## src/sv/swtb_pkg.sv

```systemverilog
// Shared types, codes and constants of the software timer bank.
`timescale 1ns / 1ps

package swtb_pkg;

  // Default number of timers in the bank.
  localparam int NUM_TIMERS_DEF = 16;

  // Width of the ticks-per-millisecond register and its reset value.
  localparam int TPM_W = 10;
  localparam logic [TPM_W-1:0] TPM_RESET = 10'd1;

  // Time unit codes and the matching scale factors.
  localparam logic [1:0] UNIT_SEC = 2'd1;
  localparam logic [1:0] UNIT_MIN = 2'd2;
  localparam logic [15:0] SCALE_MS  = 16'd1;
  localparam logic [15:0] SCALE_SEC = 16'd1000;
  localparam logic [15:0] SCALE_MIN = 16'd60000;

  // Command codes.
  typedef enum logic [3:0] {
    CMD_TICK      = 4'd0,
    CMD_SET       = 4'd1,
    CMD_START     = 4'd2,
    CMD_STOP      = 4'd3,
    CMD_PAUSE     = 4'd4,
    CMD_RESUME    = 4'd5,
    CMD_CLEAR     = 4'd6,
    CMD_CLEAR_ALL = 4'd7,
    CMD_SERVICE   = 4'd8,
    CMD_READ      = 4'd9
  } cmd_e;

  // Timer states.
  typedef enum logic [1:0] {
    TS_OFF   = 2'd0,
    TS_RUN   = 2'd1,
    TS_PAUSE = 2'd2,
    TS_DONE  = 2'd3
  } tstate_e;

  // Controller states.
  typedef enum logic [2:0] {
    ST_IDLE,
    ST_MUL,
    ST_ONE,
    ST_SWEEP,
    ST_FLUSH
  } ctrl_state_e;

  // One entry of the timer memory.
  typedef struct packed {
    logic [31:0] count;
    tstate_e     st;
    logic        notify;
  } entry_t;

  // One result word.
  typedef struct packed {
    logic [3:0]  which;
    logic [31:0] remaining;
    tstate_e     status;
    logic        notify;
    logic        expired;
  } res_t;

  // Memory access controls from the controller.
  typedef struct packed {
    logic rd_en;
    logic wr_en;
    logic clr_one;
    logic clr_all;
  } mem_ctl_t;

endpackage

```

## src/sv/swtb_mem.sv

```systemverilog
// Timer entry memory with a registered read port and per-entry valid bits.
`timescale 1ns / 1ps

module swtb_mem #(
  parameter int NUM_TIMERS = swtb_pkg::NUM_TIMERS_DEF,
  parameter int IDX_W      = 4
) (
  input  logic                clk_i,
  input  logic                rst_ni,
  input  swtb_pkg::mem_ctl_t  ctl_i,
  input  logic [IDX_W-1:0]    rd_addr_i,
  input  logic [IDX_W-1:0]    wr_addr_i,
  input  swtb_pkg::entry_t    wr_data_i,
  output swtb_pkg::entry_t    rdata_o
);

  swtb_pkg::entry_t mem_q [NUM_TIMERS];
  swtb_pkg::entry_t rdata_q;
  logic [NUM_TIMERS-1:0] vld_q;
  logic rd_vld_q;

  // Entry storage: one write port, one registered read port.
  always_ff @(posedge clk_i) begin
    if (ctl_i.wr_en) begin
      mem_q[wr_addr_i] <= wr_data_i;
    end
    if (ctl_i.rd_en) begin
      rdata_q <= mem_q[rd_addr_i];
    end
  end

  // Valid bits: an entry never written since its last clear reads as zero.
  always_ff @(posedge clk_i or negedge rst_ni) begin
    if (!rst_ni) begin
      vld_q    <= '0;
      rd_vld_q <= 1'b0;
    end else begin
      if (ctl_i.clr_all) begin
        vld_q <= '0;
      end else if (ctl_i.clr_one) begin
        vld_q[wr_addr_i] <= 1'b0;
      end else if (ctl_i.wr_en) begin
        vld_q[wr_addr_i] <= 1'b1;
      end
      if (ctl_i.rd_en) begin
        rd_vld_q <= vld_q[rd_addr_i];
      end
    end
  end

  assign rdata_o = rd_vld_q ? rdata_q : '0;

endmodule

```

## src/sv/swtb_scale.sv

```systemverilog
// Load scaler: amount times unit scale times ticks per millisecond, in two stages.
`timescale 1ns / 1ps

module swtb_scale (
  input  logic                       clk_i,
  input  logic                       rst_ni,
  input  logic                       cfg_we_i,
  input  logic [swtb_pkg::TPM_W-1:0] cfg_wdata_i,
  input  logic                       load_i,
  input  logic [15:0]                amount_i,
  input  logic [1:0]                 unit_i,
  output logic [31:0]                scaled_o
);

  logic [swtb_pkg::TPM_W-1:0] tpm_q;
  logic [15:0] scale;
  logic [31:0] p1_d, p1_q, p2_q;

  // Ticks-per-millisecond register.
  always_ff @(posedge clk_i or negedge rst_ni) begin
    if (!rst_ni) begin
      tpm_q <= swtb_pkg::TPM_RESET;
    end else if (cfg_we_i) begin
      tpm_q <= cfg_wdata_i;
    end
  end

  // Unit scale; an unused unit code counts as milliseconds.
  always_comb begin
    case (unit_i)
      swtb_pkg::UNIT_SEC: scale = swtb_pkg::SCALE_SEC;
      swtb_pkg::UNIT_MIN: scale = swtb_pkg::SCALE_MIN;
      default:            scale = swtb_pkg::SCALE_MS;
    endcase
  end

  assign p1_d = {16'd0, amount_i} * {16'd0, scale};

  // First product taken with the word, second product registered in the cycle after.
  always_ff @(posedge clk_i) begin
    if (load_i) begin
      p1_q <= p1_d;
    end
    p2_q <= p1_q * {{(32 - swtb_pkg::TPM_W){1'b0}}, tpm_q};
  end

  assign scaled_o = p2_q;

endmodule

```

## src/sv/swtb_ctrl.sv

```systemverilog
// Command sequencer: read-modify-write of timer entries, sweeps and result staging.
`timescale 1ns / 1ps

module swtb_ctrl #(
  parameter int NUM_TIMERS = swtb_pkg::NUM_TIMERS_DEF,
  parameter int IDX_W      = 4
) (
  input  logic               clk_i,
  input  logic               rst_ni,
  input  logic               in_valid_i,
  output logic               in_ready_o,
  input  logic [3:0]         in_cmd_i,
  input  logic [3:0]         in_idx_i,
  input  logic               in_hh_i,
  input  logic [31:0]        scaled_i,
  output logic               load_o,
  output swtb_pkg::mem_ctl_t mem_ctl_o,
  output logic [IDX_W-1:0]   rd_addr_o,
  output logic [IDX_W-1:0]   wr_addr_o,
  output swtb_pkg::entry_t   wr_data_o,
  input  swtb_pkg::entry_t   rdata_i,
  output logic               out_valid_o,
  input  logic               out_ready_i,
  output swtb_pkg::res_t     out_res_o,
  output logic               out_last_o
);

  localparam logic [IDX_W:0] NUM_LIM = (IDX_W + 1)'(NUM_TIMERS);

  swtb_pkg::ctrl_state_e state_q, state_d;
  swtb_pkg::cmd_e cmd_q, cmd_in;
  logic [3:0] idx_q;
  logic hh_q;
  logic [IDX_W:0] ptr_q;
  logic [IDX_W-1:0] s1_idx_q;
  logic pend_valid_q;
  swtb_pkg::res_t pend_q, pend_new;
  logic out_valid_q, out_last_q;
  swtb_pkg::res_t out_q;

  logic accept, idx_ok, out_free, is_done, nonzero, stall, ptr_more;
  logic pend_load, pend_clear, push, push_last;
  logic [IDX_W+3:0] wide_in, wide_q, wide_s1;
  logic [IDX_W-1:0] in_addr, idx_addr;

  assign cmd_in   = swtb_pkg::cmd_e'(in_cmd_i);
  assign accept   = in_valid_i && (state_q == swtb_pkg::ST_IDLE);
  assign wide_in  = {{IDX_W{1'b0}}, in_idx_i};
  assign wide_q   = {{IDX_W{1'b0}}, idx_q};
  assign wide_s1  = {4'd0, s1_idx_q};
  assign in_addr  = wide_in[IDX_W-1:0];
  assign idx_addr = wide_q[IDX_W-1:0];
  assign idx_ok   = {28'd0, idx_q} < 32'(NUM_TIMERS);
  assign out_free = !out_valid_q || out_ready_i;
  assign is_done  = rdata_i.st == swtb_pkg::TS_DONE;
  assign nonzero  = rdata_i.count != 32'd0;
  assign ptr_more = ptr_q < NUM_LIM;
  // A completed entry during service needs room in the pending stage.
  assign stall    = (state_q == swtb_pkg::ST_SWEEP) && (cmd_q == swtb_pkg::CMD_SERVICE)
                    && is_done && pend_valid_q && !out_free;

  // Next-state logic.
  always_comb begin
    state_d = state_q;
    case (state_q)
      swtb_pkg::ST_IDLE: begin
        if (accept) begin
          case (cmd_in)
            swtb_pkg::CMD_TICK, swtb_pkg::CMD_SERVICE: state_d = swtb_pkg::ST_SWEEP;
            swtb_pkg::CMD_SET: state_d = swtb_pkg::ST_MUL;
            swtb_pkg::CMD_START, swtb_pkg::CMD_STOP, swtb_pkg::CMD_PAUSE,
            swtb_pkg::CMD_RESUME, swtb_pkg::CMD_CLEAR,
            swtb_pkg::CMD_READ: state_d = swtb_pkg::ST_ONE;
            default: state_d = swtb_pkg::ST_IDLE;
          endcase
        end
      end
      swtb_pkg::ST_MUL: state_d = swtb_pkg::ST_ONE;
      swtb_pkg::ST_ONE: state_d = swtb_pkg::ST_FLUSH;
      swtb_pkg::ST_SWEEP: begin
        if (!stall && !ptr_more) begin
          state_d = swtb_pkg::ST_FLUSH;
        end
      end
      swtb_pkg::ST_FLUSH: begin
        if (!pend_valid_q || out_free) begin
          state_d = swtb_pkg::ST_IDLE;
        end
      end
      default: state_d = swtb_pkg::ST_IDLE;
    endcase
  end

  // Memory controls and result staging per state.
  always_comb begin
    mem_ctl_o  = '0;
    rd_addr_o  = in_addr;
    wr_addr_o  = idx_addr;
    wr_data_o  = rdata_i;
    pend_load  = 1'b0;
    pend_clear = 1'b0;
    pend_new   = '0;
    push       = 1'b0;
    push_last  = 1'b1;
    case (state_q)
      swtb_pkg::ST_IDLE: begin
        if (accept) begin
          mem_ctl_o.rd_en = 1'b1;
          if (cmd_in == swtb_pkg::CMD_TICK || cmd_in == swtb_pkg::CMD_SERVICE) begin
            rd_addr_o = '0;
          end
          mem_ctl_o.clr_all = (cmd_in == swtb_pkg::CMD_CLEAR_ALL);
        end
      end
      swtb_pkg::ST_ONE: begin
        case (cmd_q)
          swtb_pkg::CMD_SET: begin
            mem_ctl_o.wr_en  = idx_ok;
            wr_data_o.count  = scaled_i;
            wr_data_o.notify = hh_q;
          end
          swtb_pkg::CMD_START: begin
            mem_ctl_o.wr_en = idx_ok && nonzero;
            wr_data_o.st    = swtb_pkg::TS_RUN;
          end
          swtb_pkg::CMD_STOP: mem_ctl_o.clr_one = idx_ok && nonzero;
          swtb_pkg::CMD_PAUSE: begin
            mem_ctl_o.wr_en = idx_ok && nonzero;
            wr_data_o.st    = swtb_pkg::TS_PAUSE;
          end
          swtb_pkg::CMD_RESUME: begin
            mem_ctl_o.wr_en = idx_ok && nonzero && (rdata_i.st == swtb_pkg::TS_PAUSE);
            wr_data_o.st    = swtb_pkg::TS_RUN;
          end
          swtb_pkg::CMD_CLEAR: mem_ctl_o.clr_one = idx_ok;
          swtb_pkg::CMD_READ: begin
            // An index beyond the bank reports an off timer.
            pend_load          = 1'b1;
            pend_new.which     = idx_q;
            pend_new.remaining = idx_ok ? rdata_i.count : 32'd0;
            pend_new.status    = idx_ok ? rdata_i.st : swtb_pkg::TS_OFF;
            pend_new.notify    = idx_ok && rdata_i.notify;
            pend_new.expired   = 1'b0;
          end
          default: ;
        endcase
      end
      swtb_pkg::ST_SWEEP: begin
        if (!stall) begin
          wr_addr_o = s1_idx_q;
          if (cmd_q == swtb_pkg::CMD_TICK) begin
            // A running timer at zero is left alone.
            mem_ctl_o.wr_en = (rdata_i.st == swtb_pkg::TS_RUN) && nonzero;
            wr_data_o.count = rdata_i.count - 32'd1;
            wr_data_o.st    = (rdata_i.count == 32'd1) ? swtb_pkg::TS_DONE
                                                       : swtb_pkg::TS_RUN;
          end else if (is_done) begin
            mem_ctl_o.clr_one  = 1'b1;
            pend_load          = 1'b1;
            pend_new.which     = wide_s1[3:0];
            pend_new.remaining = rdata_i.count;
            pend_new.status    = swtb_pkg::TS_DONE;
            pend_new.notify    = rdata_i.notify;
            pend_new.expired   = 1'b1;
            push               = pend_valid_q;
            push_last          = 1'b0;
          end
          if (ptr_more) begin
            mem_ctl_o.rd_en = 1'b1;
            rd_addr_o       = ptr_q[IDX_W-1:0];
          end
        end
      end
      swtb_pkg::ST_FLUSH: begin
        if (pend_valid_q && out_free) begin
          push       = 1'b1;
          pend_clear = 1'b1;
        end
      end
      default: ;
    endcase
  end

  // Control registers.
  always_ff @(posedge clk_i or negedge rst_ni) begin
    if (!rst_ni) begin
      state_q      <= swtb_pkg::ST_IDLE;
      pend_valid_q <= 1'b0;
      out_valid_q  <= 1'b0;
    end else begin
      state_q <= state_d;
      if (pend_load) begin
        pend_valid_q <= 1'b1;
      end else if (pend_clear) begin
        pend_valid_q <= 1'b0;
      end
      if (push) begin
        out_valid_q <= 1'b1;
      end else if (out_ready_i) begin
        out_valid_q <= 1'b0;
      end
    end
  end

  // Command, sweep pointer and result payload registers.
  always_ff @(posedge clk_i) begin
    if (accept) begin
      cmd_q    <= cmd_in;
      idx_q    <= in_idx_i;
      hh_q     <= in_hh_i;
      ptr_q    <= (IDX_W + 1)'(1);
      s1_idx_q <= '0;
    end else if (state_q == swtb_pkg::ST_SWEEP && !stall && ptr_more) begin
      s1_idx_q <= ptr_q[IDX_W-1:0];
      ptr_q    <= ptr_q + (IDX_W + 1)'(1);
    end
    if (pend_load) begin
      pend_q <= pend_new;
    end
    if (push) begin
      out_q      <= pend_q;
      out_last_q <= push_last;
    end
  end

  assign in_ready_o  = state_q == swtb_pkg::ST_IDLE;
  assign load_o      = accept;
  assign out_valid_o = out_valid_q;
  assign out_res_o   = out_q;
  assign out_last_o  = out_last_q;

endmodule

```

## src/sv/software_timer_bank.sv

```systemverilog
// Top level of the software timer bank.
`timescale 1ns / 1ps

// A bank of NUM_TIMERS countdown timers kept in one entry memory with a
// registered read. Each command word is handled alone: tick and service
// sweep the memory one entry per cycle, service only while no completed
// entry waits on a held-off result stream; set passes through two
// multiplier stages; start, stop, pause, resume, clear and read work on one
// entry, and a read waits while the result stream is held off; clear all
// and unknown commands go straight back to idle. Service emits one word per
// completed timer with tlast on the final one; read emits one word.
// The ticks-per-millisecond register is written through cfg_we_i; the user
// must write it only while the bank is idle, the bank does not enforce it.
module software_timer_bank #(
  parameter int NUM_TIMERS = swtb_pkg::NUM_TIMERS_DEF
) (
  input  logic                       clk_i,
  input  logic                       rst_ni,
  input  logic                       cfg_we_i,
  input  logic [swtb_pkg::TPM_W-1:0] cfg_wdata_i,
  input  logic                       s_axis_tvalid,
  output logic                       s_axis_tready,
  // [3:0] timer_index, [19:4] amount, [21:20] time_unit, [22] has_handler
  input  logic [23:0]                s_axis_tdata,
  // [3:0] cmd
  input  logic [3:0]                 s_axis_tuser,
  output logic                       m_axis_tvalid,
  input  logic                       m_axis_tready,
  // [3:0] which_timer, [35:4] remaining, [37:36] status, [38] notify
  output logic [39:0]                m_axis_tdata,
  // [0] expired
  output logic [0:0]                 m_axis_tuser,
  output logic                       m_axis_tlast
);

  localparam int IDX_W = (NUM_TIMERS > 1) ? $clog2(NUM_TIMERS) : 1;

  swtb_pkg::mem_ctl_t mem_ctl;
  logic [IDX_W-1:0] rd_addr, wr_addr;
  swtb_pkg::entry_t wr_data, rdata;
  swtb_pkg::res_t res;
  logic load;
  logic [31:0] scaled;

  swtb_scale u_scale (
    .clk_i       (clk_i),
    .rst_ni      (rst_ni),
    .cfg_we_i    (cfg_we_i),
    .cfg_wdata_i (cfg_wdata_i),
    .load_i      (load),
    .amount_i    (s_axis_tdata[19:4]),
    .unit_i      (s_axis_tdata[21:20]),
    .scaled_o    (scaled)
  );

  swtb_mem #(
    .NUM_TIMERS (NUM_TIMERS),
    .IDX_W      (IDX_W)
  ) u_mem (
    .clk_i     (clk_i),
    .rst_ni    (rst_ni),
    .ctl_i     (mem_ctl),
    .rd_addr_i (rd_addr),
    .wr_addr_i (wr_addr),
    .wr_data_i (wr_data),
    .rdata_o   (rdata)
  );

  swtb_ctrl #(
    .NUM_TIMERS (NUM_TIMERS),
    .IDX_W      (IDX_W)
  ) u_ctrl (
    .clk_i       (clk_i),
    .rst_ni      (rst_ni),
    .in_valid_i  (s_axis_tvalid),
    .in_ready_o  (s_axis_tready),
    .in_cmd_i    (s_axis_tuser),
    .in_idx_i    (s_axis_tdata[3:0]),
    .in_hh_i     (s_axis_tdata[22]),
    .scaled_i    (scaled),
    .load_o      (load),
    .mem_ctl_o   (mem_ctl),
    .rd_addr_o   (rd_addr),
    .wr_addr_o   (wr_addr),
    .wr_data_o   (wr_data),
    .rdata_i     (rdata),
    .out_valid_o (m_axis_tvalid),
    .out_ready_i (m_axis_tready),
    .out_res_o   (res),
    .out_last_o  (m_axis_tlast)
  );

  // Pack the result word; the top pad bit is zero.
  assign m_axis_tdata = {1'b0, res.notify, res.status, res.remaining, res.which};
  assign m_axis_tuser = res.expired;

endmodule

```

## config.mk

```make
export PLATFORM = sky130hd
export DESIGN_NAME = software_timer_bank
export DESIGN_NICKNAME = d
export VERILOG_FILES = /design/src/sv/swtb_pkg.sv /design/src/sv/swtb_mem.sv /design/src/sv/swtb_scale.sv /design/src/sv/swtb_ctrl.sv /design/src/sv/software_timer_bank.sv
export SDC_FILE = /design/constraint.sdc
export NUM_CORES = 2
export LEC_CHECK = 0
export ABC_AREA = 1
export BUFFER_PORTS_ARGS = -buffer_cell sky130_fd_sc_hd__buf_2
export CAP_MARGIN = 20
export CORE_MARGIN = 2
export CORE_UTILIZATION = 39
export DETAILED_ROUTE_END_ITERATION = 8
export GPL_ROUTABILITY_DRIVEN = 1
export PLACE_DENSITY = 0.58
export SYNTH_ARGS = -nofsm -noshare
export SYNTH_HDL_FRONTEND = slang
export SYNTH_HIERARCHICAL = 1
export SYNTH_SLANG_ARGS = --single-unit
```

## constraint.sdc

```tcl
create_clock -name clk_i -period 6.1 [get_ports clk_i]
set_input_delay 0.305 -clock clk_i [delete_from_list [all_inputs] [get_ports clk_i]]
set_output_delay 0.305 -clock clk_i [all_outputs]
set_load 0.02 [all_outputs]
```

# Word-level counts from Yosys, hierarchy flattened
# Memories as Yosys holds them, arrays and structs flattened. A register that Yosys moved wholly into a read port is not among the register bits.
# Cells that the tools add are included.
[word_totals]
ff_bits = 195
ram_bits = 560
romBits = 32
mem_count = 2
[classes]
add_sub_neg = 2
n_mul = 2
magnitude_cmp = 4
eq_ne = 23
mux = 61
bitwise_logic = 4
n_reduce_logical = 31
[memory_table]
columns = ["memory", "depth", "word_bits", "rd", "rd_ports_with_merged_regs", "wr", "line", "source"]
rows = [
  ["u_mem.mem_q", 16, 35, 1, 1, 1, "swtb_mem.sv:17", "swtb_pkg::entry_t mem_q [NUM_TIMERS];"],
  ["(no name shown)", 16, 2, 1, 0, 0, "swtb_ctrl.sv:68", "case (cmd_in)"],
]
[op_table]
columns = ["cell", "count"]
rows = [
  ["two-way mux 40 bit", 4],
  ["case mux 40 bit (2 select lines)", 1],
  ["two-way mux 34 bit", 2],
  ["case mux 34 bit (2 select lines)", 1],
  ["two-way mux 16 bit", 3],
  ["two-way mux 35 bit", 1],
  ["== test 32 x 1 -> 1 bit, second input constant", 1],
  ["multiplier 16 x 16 -> 32 bit", 1],
  ["multiplier 32 x 10 -> 32 bit", 1],
  ["two-way mux 32 bit", 1],
  ["case mux 16 bit (2 select lines)", 1],
  ["nonzero test 32 bit", 1],
  ["subtractor 32 x 1 -> 32 bit, second input constant", 1],
  ["two-way mux 1 bit", 25],
  ["two-way mux 4 bit", 6],
  ["bitwise AND 16 bit", 1],
  ["== test 4 x 3 -> 1 bit, second input constant", 4],
  ["inverter 16 bit", 1],
  ["bitwise OR 16 bit", 1],
  ["case mux 3 bit (5 select lines)", 1],
  ["== test 4 bit, second input constant", 3],
  ["logical AND 1 bit", 12],
  ["two-way mux 3 bit", 4],
  ["less-than comparator 4 x 5 -> 1 bit, second input constant", 2],
  ["other kinds (29)", 48],
]

# Depth between registers and ports, before layout
[logic_depth]
depth_word = 15
depth_mapped = 28
ltp_nobuf = 27

# By module
# Netlist, hierarchy kept.
[by_module_without_submodules]
columns = ["module", "instances", "cells_per_inst", "area_per_inst_um2"]
rows = [
  ["swtb_mem", 1, 1880, 24333.3],
  ["swtb_scale", 1, 2209, 17227.8],
  ["swtb_ctrl", 1, 696, 5714.2],
  ["software_timer_bank", 1, 2, 11.3],
]

# Worst setup path before layout
# Ideal clock, no wire load.
[synth_timing]
path_kind = "flip-flop to flip-flop"
startpoint = "register u_mem.rd_vld_q"
endpoint = "memory u_mem/mem_q[9][0] (netlist name) (enable)"
arrival_time_ns = 5.463
setup_slack_ns = 0.122
path_stages_with_launch = 14
path_buffers = 3
period_less_slack_ns = 5.978
path_cell_list = "dfrtp_1 clkbuf_1 clkbuf_1 nand2_1 inv_1 nand2_1 inv_1 nand4_1 nor2_1 nor2_1 buf_2 o21ai_0 nand2_1 nor4_1"
[synth_rtl]
columns = ["element", "line", "source"]
rows = [
  ["start: declaration", "swtb_mem.sv:20", "logic rd_vld_q;"],
  ["start signal: assignment", "swtb_mem.sv:46", "rd_vld_q <= vld_q[rd_addr_i];"],
  ["end: declaration", "swtb_mem.sv:17", ""],
]

# Worst setup path in the final report
[layout_timing]
startpoint = "register u_scale/tpm_q[1] (netlist name)"
endpoint = "register u_scale.p2_q[19] (netlist: u_scale/scaled_o[19])"
[layout_via]
elab_chain_len = 1
[layout_lines]
columns = ["element", "line", "source"]
rows = [
  ["start: declaration", "swtb_scale.sv:15", "logic [swtb_pkg::TPM_W-1:0] tpm_q;"],
  ["start signal: assignment", "swtb_scale.sv:22", "tpm_q <= swtb_pkg::TPM_RESET;"],
  ["start signal: assignment", "swtb_scale.sv:24", "tpm_q <= cfg_wdata_i;"],
  ["multiplier 32 x 10 -> 32 bit", "swtb_scale.sv:44", "p2_q <= p1_q * {{(32 - swtb_pkg::TPM_W){1'b0}}, tpm_q};"],
  ["end signal: assignment", "swtb_scale.sv:44", ""],
  ["end: declaration", "swtb_scale.sv:17", "logic [31:0] p1_d, p1_q, p2_q;"],
]
# No other way between the ends.
# A chain may end at the register's enable or synchronous reset.

==> results.yml <==
status:
  status: "finished clean"
global_routing:
  grt_pass1_vias: 33600
  grt_antenna_before_repair: 6
  grt.total_usage_pct: 20.9
  grt_max_degree: 226
  grt_pass1_wl_um: 200000
  grt_remaining_overflow: 0
logic_synthesis:
  synth_area_um2: 47300
  ys_types: 54
  ys_ff_latch: 790
  synth_ff_type: "edfxtp_1"
  yosys_warnings: 6
  synth_area_per_cell_um2: 9.88
  synth-edff-count: 717
  async_reset_ff_share_pct: 4.05
  ys_seq_area_share_pct: 49.0
  netlist_instances: 4787
  synth_nets: 5325
critical_path:
  r2r_start: "u_scale/tpm_q[1]"
  r2r_cells: 17
  cp-startpoint: "u_scale/tpm_q[1]"
  required_ns: 6.62
  reg2reg_to: "u_scale/scaled_o[19]"
  crit_path_end_kind: "flop"
  cpMostUsedCell: "fa_1"
  worstPathArrival_ns: 6.10
  cp_slowest_cell: "dfrtp_1"
  startpoint_type: "flop"
  crit_chain: "buf_4 > nand2_1 > fa_1 > inv_1 > fa_1 > fa_1 > fa_1 > inv_1 > fa_1 > inv_1 > ha_1 > a21oi_1 > o21ai_0 > a21oi_1 > nand2_2 > a21oi_1 > xor2_1"
  cp_max_fo: 18
  cp-endpoint: "u_scale/scaled_o[19]"
  max_stage_delay_ns: 0.74
  path_class: "flop to flop"
  r2r_slack_ns: 0.52
clocking:
  clk_latency_ns: 0.68
  htreeDepth: 3
  cts_tree: "yes"
  cts_buffer_depth: 3
  cts_setup_buffers: 0
  cts_hold_buffers: 21
  cts_resized: 0
  cts_buffers: 85
  cts_root_buf: "clkbuf_16"
  path_clk_slew_ns: 0.06
  cts.sinks: 790
sta:
  setup_violations: 0
  final.min_clock_period_ns: 5.58
  finalSetupTns_ns: 0
  timing_worst_slew_pin_value_ns: 1.09
  final-hold-violation-count: 0
  skew_ns: 0.0488
  final_max_slew_viol_count: 0
  fin_crit_sh_pct: 91.4
  relSlewSlack_pct: 27.6
  clock.fmax_mhz: 179
  rsz0062_at_grt: "false"
cells_and_area:
  regArea_um2: 23200
  insertedDiodeCount: 0
  drive_gt1_share_pct: 7.15
  syn_to_final_growth_pct: 11.3
  fin_nets: 5379
  final_cell_mix: "nand2_1, inv_1, edfxtp_1, nor2_1, o21ai_0"
  finalCoreUtilization_pct: 43.8
  multiInputGateArea_um2: 20300
  fill_cells: 11600
  layout_commonest_cell: "nand2_1"
routing:
  avgViaCountPerCell: 5.14
  ant_nets: 0
  dr.pass1.iters: 8
  vias: 33500
  routed_wirelength_um: 130000
  wl_per_cell_um: 19.9
  drt_iter0_drc: 3021
  drc: 0
die:
  die_x_um: 352
  fp.dieArea_um2: 124000
  core_area_um2: 120000
  die_h_um: 352
  rows: 127
  io_pins: 87
  initial_core_util_pct: 39.4
placed_design:
  port_buffers: 84
  gp_congestion: 0.921
  place_hpwl_um: 84100
min_path:
  min_path_type: "input port to flop"
run:
  cap_violations: 0
-- layer usage --
| metal | global-route usage (%) | up-vias | wire length [µm] | share of wire [%] |
|---|---|---|---|---|
| met4 | 6.67 | 2 | 4030 | 3.1 |
| li1 | - | 15800 | - | - |
| met5 | 0 | - | 17 | 0.013 |
| met3 | 2.36 | 195 | 6670 | 5.1 |
| met1 | 27.6 | 16600 | 55400 | 43 |
| met2 | 36.1 | 945 | 63900 | 49 |
-- through the flow --
stage / hold slack (ns) / worst slack [ns] / std cells / cell area (µm²)
floorplan: 0.00941 / 0.122 / 4787 / 47300
global route: 0.0960 / 0.133 / 6524 / 52600
detailed placement: 0.405 / 0.235 / 6343 / 49500
finish: 0.103 / 0.523 / 6524 / 52600
global placement: 0.404 / 0.251 / 6342 / 49500
CTS: 0.0759 / 0.558 / 6522 / 52600
-- critical path, delay by kind of cell, from the launching register on --
kind                       cells  cell delay (ns)
adders and majority gates      6             2.87
DFF                            1             0.74
AOI/OAI and AO/OA              4             0.67
buffers and inverters          4             0.52
xor gates and xnor gates       1             0.38
and+or+nand+nor                2             0.22
-- cell families after synthesis --
group                      after synthesis  synth area share [%]
and+or+nand+nor                       1737                  14.9
buffers and inverters                  987                  8.33
DFF                                    790                  49.0
AOI/OAI and AO/OA                      711                  8.60
adders and majority gates              495                  17.9
xor gates and xnor gates                56                  1.04
muxes                                   10                 0.238
other                                    1               0.00793
-- final cells by class --
| type | count | area share, % |
|---|---|---|
| inverters | 775 | 5.54 |
| clock buffers | 108 | 4.40 |
| multi-input cells | 3010 | 38.6 |
| flip-flops and latches | 790 | 44.0 |
| well taps | 1612 | 3.83 |
| repair buffers | 179 | 2.61 |
| clock inverters | 50 | 1.03 |
-- cells in the mapped netlist (5+ instances only) --
cell	instances	area share, %
o211ai_1	146	2.3
buf_4	7	0.11
a21o_1	6	0.095
fa_1	305	13
a22oi_1	11	0.17
o21bai_1	11	0.17
a211oi_1	14	0.22
dfrtp_1	31	1.6
xnor2_1	10	0.19
nor2_2	13	0.17
buf_2	51	0.54
a31oi_1	5	0.066
buf_1	17	0.13
nor2_1	635	5.0
ha_1	190	5.0
mux2_2	10	0.24
o21ai_0	338	3.6
dfxtp_1	41	1.7
buf_6	13	0.31
nor3_1	36	0.38
inv_1	768	6.1
clkbuf_1	119	0.94
o21ai_1	75	0.79
edfxtp_1	717	46
nand4_1	32	0.42
nand3_1	194	2.1
nand2_1	801	6.4
xor2_1	46	0.85
nand2_2	8	0.11
a21oi_1	92	0.97
-- registers in the layout, summed over array words and instances (netlist names) --
register / cells
u_ctrl/idx_addr: 4
u_mem/rdata_q: 35
u_ctrl/out_res_o: 40
u_ctrl/pend_valid_q: 1
u_ctrl/s1_idx_q: 4
u_ctrl/ptr_q: 5
u_scale/tpm_q: 10
u_scale/p1_q: 32
u_mem/vld_q: 16
u_scale/scaled_o: 32
u_ctrl/pend_q: 40
u_mem/rd_vld_q: 1
u_ctrl/out_valid_o: 1
u_ctrl/out_last_o: 1
u_ctrl/hh_q: 1
u_mem/mem_q: 560
u_ctrl/cmd_q: 4
u_ctrl/state_q: 3
-- worst min path at each step --
stage	from	to	slack [ns]	cells after the start
global placement	u_ctrl/pend_q[0]	u_ctrl/out_res_o[0]	0.40	0
floorplan	rst_ni	u_ctrl/out_valid_o	0.009	0
detailed placement	u_ctrl/pend_q[34]	u_ctrl/out_res_o[34]	0.41	0
finish	cfg_we_i	u_scale/tpm_q[5]	0.10	2
CTS	cfg_we_i	u_scale/tpm_q[5]	0.08	2
global route	s_axis_tdata[6]	u_scale/p1_q[2]	0.1	3
Power is not shown: default switching activity piles up to over one toggle a cycle in this logic, so the estimate is an artifact.
